===== config.mk =====
export PLATFORM = sky130hd
export DESIGN_NAME = cwpt_chain
export DESIGN_NICKNAME = d
export VERILOG_FILES = /design/src/sv/cwpt_pkg.sv /design/src/sv/cwpt_chain.sv
export SDC_FILE = /design/constraint.sdc
export NUM_CORES = 1
export LEC_CHECK = 0
export BUFFER_PORTS_ARGS = -buffer_cell sky130_fd_sc_hd__buf_4
export CELL_PAD_IN_SITES_DETAIL_PLACEMENT = 1
export CELL_PAD_IN_SITES_GLOBAL_PLACEMENT = 1
export CORE_MARGIN = 4
export CORE_UTILIZATION = 42
export DETAILED_ROUTE_END_ITERATION = 8
export GPL_ROUTABILITY_DRIVEN = 0
export PLACE_DENSITY = 0.89
export SLEW_MARGIN = 20
export SYNTH_ARGS = -nofsm -noshare
export SYNTH_HDL_FRONTEND = slang
export SYNTH_SLANG_ARGS = --single-unit

===== constraint.sdc =====
create_clock -name vclk -period 10.4
set_clock_uncertainty 0.15 [all_clocks]
set_input_delay 2.08 -clock vclk [all_inputs]
set_output_delay 2.08 -clock vclk [all_outputs]
set_load 0.02 [all_outputs]

===== src/sv/cwpt_pkg.sv =====
// ---------------------------------------------------------------------------
// cwpt_pkg
// Types and constants shared by the wheel pack tracker modules.
// ---------------------------------------------------------------------------
`default_nettype none

package cwpt_pkg;

  localparam int OP_W   = 2;
  localparam int TGT_W  = 7;
  localparam int DIR_W  = 2;
  localparam int POS_W  = 8;
  localparam int STEP_W = 14;
  localparam int MASK_W = 3;
  localparam int MSF_W  = 5;
  localparam int COEF_W = 12;
  localparam int PROD_W = COEF_W + MSF_W + 1;

  localparam logic [OP_W-1:0] OP_MOVE = 2'd0;
  localparam logic [OP_W-1:0] OP_TURN = 2'd1;
  localparam logic [OP_W-1:0] OP_ZERO = 2'd2;

  localparam logic [DIR_W-1:0] DIR_CW  = 2'd1;
  localparam logic [DIR_W-1:0] DIR_CCW = 2'd2;

  localparam logic [POS_W-1:0] UNKNOWN_POS = 8'd255;
  localparam logic [DIR_W-1:0] MODE_UNKNOWN = 2'd0;
  localparam logic [MSF_W-1:0] MSF_RESET = 5'd8;

  localparam logic signed [COEF_W-1:0] DIAL_NUMBERS    = 12'sd100;
  localparam logic signed [COEF_W-1:0] FULL_TURN_STEPS = 12'sd200;

  typedef struct packed {
    logic [OP_W-1:0]  opcode;
    logic [TGT_W-1:0] target_position;
    logic [DIR_W-1:0] turn_direction;
  } cmd_t;

  typedef struct packed {
    logic signed [STEP_W-1:0] step_count;
    logic [MASK_W-1:0]        moved_mask;
    logic [POS_W-1:0]         dial_after;
  } res_t;

  typedef struct packed {
    logic [MSF_W-1:0] microstep_factor;
  } cfg_t;

  // Pickup request handed to the chain evaluator.
  typedef struct packed {
    logic [POS_W-1:0] target;
    logic [DIR_W-1:0] dir;
    logic             full;
    logic [POS_W-1:0] dial;
  } pick_req_t;

endpackage

`default_nettype wire


===== src/sv/cwpt_chain.sv =====
// ---------------------------------------------------------------------------
// cwpt_chain
// Wheel pickup decision along the chain, from the pre-command state.
// ---------------------------------------------------------------------------
`default_nettype none

module cwpt_chain #(
  parameter int WHEEL_COUNT = 3
) (
  input  cwpt_pkg::pick_req_t                                 req,
  input  logic [WHEEL_COUNT-1:0][cwpt_pkg::POS_W-1:0]         wheel_pos,
  input  logic [WHEEL_COUNT-1:0][cwpt_pkg::DIR_W-1:0]         wheel_mode,
  output logic [WHEEL_COUNT-1:0]                              moving
);
  import cwpt_pkg::*;

  logic [WHEEL_COUNT-1:0] pick;

  for (genvar w = 0; w < WHEEL_COUNT; w++) begin : g_wheel
    logic [POS_W-1:0] start;
    logic [DIR_W-1:0] drive_mode;
    logic [POS_W-1:0] p;
    logic             same;
    logic             cw;
    logic             ccw;

    if (w == 0) begin : g_dial
      assign start      = req.dial;
      assign drive_mode = req.dir;
    end else begin : g_wheel_drv
      assign start      = wheel_pos[w-1];
      assign drive_mode = wheel_mode[w-1];
    end

    assign p    = wheel_pos[w];
    assign cw   = (req.dir == DIR_CW);
    assign ccw  = (req.dir == DIR_CCW);
    assign same = (p == req.target) || ((p == start) && (wheel_mode[w] == req.dir));

    always_comb begin
      if (start < req.target) begin
        pick[w] = (ccw && (p > start) && (p < req.target))
               || (cw && ((p < start) || (p > req.target)))
               || same;
      end else if (start > req.target) begin
        pick[w] = (ccw && ((p > start) || (p < req.target)))
               || (cw && (p < start) && (p > req.target))
               || same;
      end else if (req.full) begin
        pick[w] = (drive_mode == req.dir);
      end else begin
        pick[w] = (wheel_mode[w] == req.dir);
      end
    end
  end

  // A wheel moves only if everything in front of it moves.
  always_comb begin
    moving[0] = pick[0];
    for (int w = 1; w < WHEEL_COUNT; w++) begin
      moving[w] = moving[w-1] && pick[w];
    end
  end

endmodule

`default_nettype wire


# Word level (Yosys, flattened, before mapping)
# Cells that the tools add are included.
# word_totals
ff_bits	0
input_bits	49
output_inout_bits	3
# classes
order_cmp	14
eq_ne	11
mux	9
reduce_logical	44
# ops
operator	n
greater-than comparator 8 bit	7
less-than comparator 8 bit	7
equality test 8 bit	6
logical AND 1 bit	23
logical OR 1 bit	21
two-way mux 1 bit	9
equality test 2 bit	3
equality test 2 x 1 -> 1 bit, second input constant	1
equality test 2 bit, second input constant	1

# Longest topological paths before layout
# Gate-level depths: netlist of run 1.
# logic_depth
ltp_word	9
depth_mapped	9
ltp_nobuf	9

# Worst setup path before layout of run 1
# OpenSTA, ideal clock, no wires.
# synth_path
path_kind	input-to-output
startpoint	input port req[16] (netlist bit)
endpoint	output port moving[2]
arrival_time_ns	4.444
path_slack_ns	3.726
path_stages	9
n_path_buf	0
path_cell_list	inv_1 -> ha_1 -> a211oi_2 -> nor2_1 -> a2111oi_4 -> nor4_1 -> or4_1 -> o32a_2 -> a2111oi_2
# synth_via
elab_chain_cells	9
# synth_rtl
item	line	text
from (decl)	cwpt_chain.sv:10	input cwpt_pkg::pick_req_t req,
less-than comparator 8 bit	cwpt_chain.sv:41, cwpt_chain.sv:42, cwpt_chain.sv:46	
logical OR 1 bit	cwpt_chain.sv:46	pick[w] = (ccw && ((p > start) || (p < req.target)))
logical AND 1 bit	cwpt_chain.sv:46	
logical OR 1 bit	cwpt_chain.sv:47	|| (cw && (p < start) && (p > req.target))
logical OR 1 bit	cwpt_chain.sv:48	|| same;
two-way mux 1 bit	cwpt_chain.sv:45	end else if (start > req.target) begin
two-way mux 1 bit	cwpt_chain.sv:41	if (start < req.target) begin
logical AND 1 bit	cwpt_chain.sv:61	moving[w] = moving[w-1] && pick[w];
logical AND 1 bit (*)	cwpt_chain.sv:61	
to (decl)	cwpt_chain.sv:13	output logic [WHEEL_COUNT-1:0] moving
# Every way passes the cells marked *; elsewhere a longest branch is shown, timed or not.

# Worst setup path in the final report of run 1
# Ends and elaborated chain as after synthesis.

==> results.py, run 1 <==
metrics = {
    "sta": {
        "relSlewSlack_pct": 54.9,
        "setup_viol": 0,
        "rsz0062_at_grt": "no",
        "fin_setup_tns_ps": 0,
        "fin_crit_sh_pct": 66.3,
        "fmax_mhz": 145,
        "final_max_slew_viol_count": 0,
        "final-hold-violation-count": 0,
        "tightestPinTransition_ps": 673,
        "fin_crit_ps": 6900,
    },
    "floorplanning": {
        "io_pins": 52,
        "die_x_um": 71.3,
        "initial_utilization_pct": 44.7,
        "dieArea_um2": 5090,
        "die_h_um": 71.3,
        "core_um2": 3770,
        "std_cell_rows": 22,
    },
    "logic_synthesis": {
        "syn_inst": 224,
        "syn-num-nets": 329,
        "syn_area_um2": 1680,
        "ys_types": 37,
        "synth.avg_cell_area_um2": 7.52,
        "ys_seq_area_share_pct": 0,
        "synth_warnings": 0,
    },
    "critical_path": {
        "cp.arrival_ps": 4670,
        "cp-start-kind": "input port",
        "crit_path_max_fanout": 4,
        "path_class": "in2out",
        "required_ps": 8170,
        "cp-end-kind": "output pin",
    },
    "hold_path": {
        "whs_path_depth": 6,
        "hold_end": "moving[2]",
        "min_from": "req[8]",
        "worstHoldPathType": "in2out",
    },
    "clock_tree": {
        "ctsHoldBuffers": 0,
        "post_cts_buffers": 0,
        "cts_resized": 0,
    },
    "power_and_ir_drop": {
        "powerDensity_nw_per_um2": 44.6,
        "vdd_ir_drop_max_uv": 25.0,
        "leakagePower_nw": 1.14,
    },
    "drt": {
        "first_iter_violations": 45,
        "via_count": 1805,
        "first_pass_iters": 4,
        "wire_per_inst_um": 15.1,
        "final_antenna_net_count": 0,
        "wirelength_mm": 4.86,
        "route.detailed.drc": 0,
        "via_per_inst": 5.61,
    },
    "cells_and_area": {
        "seq_cells": 0,
        "num_antenna_cells": 0,
        "final_common_cell": "ha_1",
        "mostFrequentLayoutCells": "ha_1 (56), buf_4 (52), inv_1 (34)",
        "finalNetCount": 381,
        "num-clock-buffers": 0,
        "multi_input_area_um2": 1530,
        "area_growth_syn_to_layout_pct": 25.4,
        "drive_gt1_share_pct": 21.9,
        "regArea_um2": 0,
        "finish.instance_area_um2": 2110,
        "nFillCells": 497,
    },
    "global_routing": {
        "gr-total-overflow": 0,
        "antenna_found_initial": 0,
        "grt_pass1_vias": 1918,
        "grt_max_degree": 8,
        "grt_usage_pct": 19.4,
        "grt_pass1_wl_mm": 8.31,
    },
    "placed_design": {
        "place_area_um2": 2110,
        "post-dp-hpwl_mm": 4.51,
        "io_buffers": 52,
    },
    "run_status": {
        "status": "finished clean",
    },
    "run": {
        "cap_viol_max_count": 0,
    },
}
## power breakdown
group	switching, mW	internal, mW	total, mW
registers	0	0	0
clock network	0	0	0
logic	0.0498	0.0444	0.0942
## cells by family after synthesis
logic type | after synthesis | synth area share, %
AND/OR/NAND/NOR | 68 | 21.2
AO/OA/AOI/OAI | 58 | 24.7
adder cells (fa/ha/maj) | 56 | 41.6
buffers and inverters | 36 | 8.92
XOR/XNOR | 6 | 3.57
## worst max-delay path, stage by stage
cell and delay [ps]:
buf_4 110, inv_1 120, ha_1 270, a211oi_2 230
nor2_1 100, a2111oi_4 310, nor4_1 110, or4_1 510
o32a_2 230, a2111oi_2 380, buf_4 210
## final cells by class
cell class                 count  area share [%]
inverter                      34            6.04
multi-input combinational    188            72.6
tap                           48            2.84
timing repair buffer          52            18.5
## metrics by stage
step | cells | hold slack (ps) | utilization [%] | power [mW] | setup WS, ps
2_1_floorplan | 224 | 4370 | - | 0.0585 | 3730
3_3_place_gp | 322 | 4670 | 56.0 | 0.0900 | 3530
3_5_place_dp | 322 | 4660 | 56.0 | 0.0943 | 3530
4_1_cts | 322 | 4670 | 56.0 | 0.0949 | 3500
5_1_grt | 322 | 4710 | 56.0 | 0.107 | 3380
6_report | 322 | 4660 | 56.0 | 0.0942 | 3500
## worst max-delay path by stage
| stage | to | cells after the start | startpoint |
|---|---|---|---|
| floorplan | moving[2] | 9 | req[16] |
| global placement | moving[2] | 11 | req[16] |
| detailed placement | moving[2] | 11 | req[16] |
| CTS | moving[2] | 11 | req[16] |
| global route | moving[2] | 11 | req[16] |
| finish | moving[2] | 11 | req[16] |
## per-layer routing
layer / share of wire [%] / wire length [µm] / track usage (%) / vias up
met4: 0.70 / 34 / 1.67 / 0
li1: - / - / - / 928
met3: 3.6 / 177 / 0.701 / 4
met2: 51 / 2490 / 37.7 / 35
met5: 0 / 0 / 0 / -
met1: 45 / 2160 / 24.2 / 838
## synth_stat cells (2+ instances only)
cell	number	area, µm²
nor3_1	5	25.0
nand2_1	12	45.0
nor2b_1	9	56.3
nand4_1	13	81.3
nand3_1	4	20.0
inv_1	34	128
xnor2_1	4	35.0
a31oi_1	2	12.5
nor2_1	13	48.8
ha_1	56	701
o21a_1	2	15.0
o211ai_1	6	45.0
or3_1	3	18.8
a211oi_1	4	30.0
o31ai_1	2	15.0
a21o_1	5	37.5
buf_6	2	22.5
o21ai_0	6	30.0
a21oi_1	23	115
or2_1	2	12.5
Note: power is estimated with default switching activity, not from simulation.
==> run 2, diff against run 1 <==
--- a/config.mk
+++ b/config.mk
@@ -5,14 +5,15 @@
 export SDC_FILE = /design/constraint.sdc
 export NUM_CORES = 1
 export LEC_CHECK = 0
+export ABC_AREA = 1
 export BUFFER_PORTS_ARGS = -buffer_cell sky130_fd_sc_hd__buf_4
 export CELL_PAD_IN_SITES_DETAIL_PLACEMENT = 1
 export CELL_PAD_IN_SITES_GLOBAL_PLACEMENT = 1
 export CORE_MARGIN = 4
-export CORE_UTILIZATION = 42
+export CORE_UTILIZATION = 38
 export DETAILED_ROUTE_END_ITERATION = 8
 export GPL_ROUTABILITY_DRIVEN = 0
-export PLACE_DENSITY = 0.89
+export PLACE_DENSITY = 0.83
 export SLEW_MARGIN = 20
 export SYNTH_ARGS = -nofsm -noshare
 export SYNTH_HDL_FRONTEND = slang
==> constraint.sdc (replaced) <==
create_clock -name vclk -period 7
set_clock_uncertainty 0.15 [all_clocks]
set_input_delay 1.4 -clock vclk [all_inputs]
set_output_delay 1.4 -clock vclk [all_outputs]
set_load 0.02 [all_outputs]
==> run 2 against run 1 <==
Sequential cell count unchanged. Global-route usage down 2.3 points. Via count increased by 12%. Critical path depth grew 4. Count of clock-buffer cells in the layout is the same. Critical path type unchanged. Critical endpoint unchanged.
==> results.py, run 2 <==
metrics = {
    "drt": {
        "via_count": 2020,
        "wirelength_mm": 5.12,
        "final_antenna_net_count": 0,
        "route.detailed.drc": 0,
        "via_per_inst": 4.72,
        "wire_per_inst_um": 12.0,
        "first_iter_violations": 20,
        "first_pass_iters": 4,
    },
    "clock_tree": {
        "ctsHoldBuffers": 0,
        "cts_resized": 0,
        "post_cts_buffers": 0,
    },
    "global_routing": {
        "gr-total-overflow": 0,
        "grt_pass1_vias": 2141,
        "grt_max_degree": 7,
        "grt_pass1_wl_mm": 8.91,
        "grt_usage_pct": 17.1,
        "antenna_found_initial": 0,
    },
    "logic_synthesis": {
        "yosys-top-cells-count": "nand2_1 (83), inv_1 (60), ha_1 (56)",
        "yosys.area.top_type_share_pct": 37.4,
        "syn_area_um2": 1870,
        "syn_inst": 310,
        "synth_warnings": 0,
        "synth_most_common_cell": "nand2_1",
        "syn-num-nets": 415,
        "ys_seq_area_share_pct": 0,
        "synth.avg_cell_area_um2": 6.04,
        "ys_types": 23,
        "yosys-top-cells-area": "ha_1 (37%), nand2_1 (17%), inv_1 (12%), a21oi_1 (5.9%), nor2_1 (5.6%)",
        "synth_area_leader_cell": "ha_1",
    },
    "cells_and_area": {
        "drive_gt1_share_pct": 20.8,
        "seq_cells": 0,
        "multi_input_area_um2": 1610,
        "num-clock-buffers": 0,
        "post-route-util_pct": 49.1,
        "nFillCells": 683,
        "regArea_um2": 0,
        "mostFrequentLayoutCells": "nand2_1 (83), inv_1 (60), ha_1 (56)",
        "num_antenna_cells": 0,
        "final_common_cell": "nand2_1",
        "area_growth_syn_to_layout_pct": 24.7,
        "finalNetCount": 468,
    },
    "power_and_ir_drop": {
        "p_int_uw": 66.6,
        "p_comb_share_pct": 100.0,
        "swShare_pct": 55.4,
        "vdd_ir_drop_max_uv": 21.6,
        "leakagePower_nw": 1.46,
        "p_sw_uw": 82.9,
        "seqPwrFrac_pct": 0,
        "p_clk_share_pct": 0,
        "powerDensity_nw_per_um2": 64.0,
    },
    "critical_path": {
        "cp.arrival_ps": 3100,
        "required_ps": 5450,
        "cp-end-kind": "output pin",
        "path_class": "in2out",
        "crit_path_max_fanout": 5,
        "cp-start-kind": "input port",
    },
    "sta": {
        "fin_crit_sh_pct": 66.5,
        "relSlewSlack_pct": 83.8,
        "fin_setup_tns_ps": 0,
        "fmax_mhz": 215,
        "fin_crit_ps": 4650,
        "final-hold-violation-count": 0,
        "rsz0062_at_grt": "no",
        "tightestPinTransition_ps": 241,
        "setup_viol": 0,
        "final_max_slew_viol_count": 0,
    },
    "run_status": {
        "status": "finished clean",
    },
    "floorplanning": {
        "core_um2": 4750,
        "die_h_um": 78.2,
        "dieArea_um2": 6120,
        "die_x_um": 78.2,
        "io_pins": 52,
        "std_cell_rows": 25,
        "initial_utilization_pct": 39.4,
    },
    "hold_path": {
        "worstHoldPathType": "in2out",
    },
    "placed_design": {
        "post-dp-hpwl_mm": 4.89,
        "io_buffers": 52,
    },
    "run": {
        "cap_viol_max_count": 0,
    },
}
[run 2: kinds of logic (layout without fill, tap and decap cells)]
group | Yosys count | after routing | synth area share (%)
adder cells (fa/ha/maj) | 56 | 56 | 37.4
buffers and inverters | 69 | 120 | 14.2
AND/OR/NAND/NOR | 144 | 144 | 34.3
XOR/XNOR | 6 | 6 | 3.81
AO/OA/AOI/OAI | 35 | 35 | 10.3
[run 2: power by group through the flow]
stage	registers, mW	logic (mW)	clock network [mW]
floorplan	0	0.0960	0
global placement	0	0.145	0
detailed placement	0	0.152	0
CTS	0	0.152	0
global route	0	0.175	0
finish	0	0.150	0
[run 2: layer usage]
metal	track usage, %	routed length (µm)
met1	21.8	2400
met2	33.5	2530
met3	0.573	195
met4	0	0
met5	0	0
[run 2: worst paths after layout]
kind / start / end / slack, ps / cells past startpoint
setup / recovery: req[14] / moving[2] / 2350 / 15
hold / removal: req[8] / moving[0] / 3210 / 6
[run 2: per-stage QoR]
stage          hold WS, ps  total power, mW  setup WS (ps)  cell area, µm²  std cells
6_report              3210            0.150           2350            2340        428
5_1_grt               3270            0.175           2140            2340        428
4_1_cts               3220            0.152           2320            2340        428
3_5_place_dp          3220            0.152           2330            2340        428
3_3_place_gp          3210            0.145           2380            2340        428
2_1_floorplan         2950           0.0960           2590            1870        310
[run 2: layout make-up]
class / instances / share of cell area [%]
timing repair buffer: 52 / 16.7
multi-input combinational: 241 / 68.8
tap: 67 / 3.59
inverter: 68 / 10.9
[run 2: worst max-delay path: stages]
cell	delay [ps]
buf_4	100
inv_1	120
ha_1	270
a21oi_1	180
nand2_1	90
nand2_1	90
nand2_2	90
nor2_2	110
nand2_1	80
nand3_2	60
nand2_1	50
nand2_2	90
nand3_2	120
nor2_2	100
buf_4	140
==> run 3, diff against run 2 <==
--- a/config.mk
+++ b/config.mk
@@ -10,10 +10,10 @@
 export CELL_PAD_IN_SITES_DETAIL_PLACEMENT = 1
 export CELL_PAD_IN_SITES_GLOBAL_PLACEMENT = 1
 export CORE_MARGIN = 4
-export CORE_UTILIZATION = 38
+export CORE_UTILIZATION = 34
 export DETAILED_ROUTE_END_ITERATION = 8
 export GPL_ROUTABILITY_DRIVEN = 0
-export PLACE_DENSITY = 0.83
+export PLACE_DENSITY = 0.79
 export SLEW_MARGIN = 20
 export SYNTH_ARGS = -nofsm -noshare
 export SYNTH_HDL_FRONTEND = slang
==> constraint.sdc (replaced) <==
create_clock -name vclk -period 4.1
set_clock_uncertainty 0.15 [all_clocks]
set_input_delay 0.82 -clock vclk [all_inputs]
set_output_delay 0.82 -clock vclk [all_outputs]
set_load 0.02 [all_outputs]
==> run 3 against run 2 <==
Non-clock buffer count did not move. Critical path depth fell by 1. Total power up 69%. Count of clock-buffer cells in the layout unchanged. Routed wire length fell by 2.1%. Global-route usage shrank 1.5 points. Die area is 11% higher. Combinational power up 69%. Cell count increased by 0.70%.
==> results.py, run 3 (synthesis results as in run 2) <==
metrics = {
    "drt": {
        "final_antenna_net_count": 0,
        "first_pass_iters": 4,
        "via_count": 2000,
        "via_per_inst": 4.64,
        "wirelength_mm": 5.02,
        "wire_per_inst_um": 11.6,
        "route.detailed.drc": 0,
        "first_iter_violations": 65,
    },
    "critical_path": {
        "startpoint": "req[18]",
        "cp-end-kind": "output pin",
        "cp-start-kind": "input port",
        "path_class": "in2out",
        "cp.arrival_ps": 2500,
        "crit_path_max_fanout": 5,
        "required_ps": 3130,
    },
    "floorplanning": {
        "die_x_um": 82.2,
        "dieArea_um2": 6760,
        "core_um2": 5240,
        "std_cell_rows": 26,
        "initial_utilization_pct": 35.8,
        "io_pins": 52,
        "die_h_um": 82.2,
    },
    "global_routing": {
        "grt_pass1_wl_mm": 8.68,
        "top_usage_layer": "met2",
        "grt_pass1_vias": 2022,
        "grt_usage_pct": 15.6,
        "antenna_found_initial": 0,
        "gr-total-overflow": 0,
        "grt_use_met2_pct": 29.0,
        "grt_max_degree": 7,
        "grt_use_met3_pct": 0.759,
        "use_met1_pct": 20.9,
    },
    "power_and_ir_drop": {
        "leakagePower_nw": 1.46,
        "vdd_ir_drop_max_uv": 40.8,
        "powerDensity_nw_per_um2": 108,
        "total_power_uw": 253,
    },
    "cells_and_area": {
        "multi_input_area_um2": 1610,
        "num_antenna_cells": 0,
        "seq_cells": 0,
        "post-route-util_pct": 44.7,
        "regArea_um2": 0,
        "nFillCells": 729,
        "finalNetCount": 468,
        "num-clock-buffers": 0,
        "area_growth_syn_to_layout_pct": 24.9,
        "final_common_cell": "nand2_1",
        "drive_gt1_share_pct": 20.8,
        "mostFrequentLayoutCells": "nand2_1 (83), inv_1 (60), ha_1 (56)",
    },
    "sta": {
        "relSlewSlack_pct": 80.4,
        "worst_slack_ps": 634,
        "final-hold-violation-count": 0,
        "fin_setup_tns_ps": 0,
        "tightestPinTransition_ps": 291,
        "final_max_slew_viol_count": 0,
        "fin_crit_sh_pct": 84.5,
        "rsz0062_at_grt": "no",
        "fmax_mhz": 289,
        "setup_viol": 0,
        "fin_crit_ps": 3470,
    },
    "placed_design": {
        "io_buffers": 52,
        "dp_slack_ps": 622,
        "post-dp-hpwl_mm": 4.78,
    },
    "hold_path": {
        "min_from": "req[8]",
        "worstHoldPathType": "in2out",
    },
    "clock_tree": {
        "ctsHoldBuffers": 0,
        "cts_resized": 0,
        "post_cts_buffers": 0,
    },
    "run_status": {
        "status": "finished clean",
    },
    "run": {
        "cap_viol_max_count": 0,
    },
}
[run 3: cell counts in the layout (fill, tap and decap cells not counted)]
Identical to the previous run, type by type.
[run 3: cell type report]
cell class | instances | share of cell area (%)
Timing Repair Buffer | 52 | 16.7
Inverter | 68 | 10.9
Tap cell | 70 | 3.74
Multi-Input combinational cell | 241 | 68.7
[run 3: metal layers]
layer | share of wire, % | vias to the layer above
met5 | 0 | -
met4 | 0 | 0
met3 | 5.5 | 0
met2 | 46 | 44
met1 | 48 | 869
li1 | - | 1087
[run 3: stage by stage]
| stage | cells | cell area, µm² | hold WS, ps |
|---|---|---|---|
| floorplan | 310 | 1870 | 1790 |
| global placement | 431 | 2340 | 2050 |
| detailed placement | 431 | 2340 | 2060 |
| CTS | 431 | 2340 | 2060 |
| global route | 431 | 2340 | 2110 |
| finish | 431 | 2340 | 2040 |
[run 3: final timing paths]
| kind | end | slack, ps | cells past startpoint |
|---|---|---|---|
| setup / recovery | moving[2] | 630 | 14 |
| hold / removal | moving[0] | 2040 | 6 |
[run 3: power breakdown]
group,leakage [nW],total [mW],switching [mW],internal (mW)
registers,0,0,0,0
logic,1.46,0.253,0.141,0.113
clock network,0,0,0,0
total,1.46,0.253,0.141,0.113
[run 3: worst max-delay path: stages]
cell and delay (ps):
buf_4 110, inv_1 120, ha_1 270, a21o_1 210, nor2_2 140, nand2_2 110, nor2_2 110, nand2_1 80
nand3_2 60, nand2_1 50, nand2_2 90, nand3_2 110, nor2_2 90, buf_4 140
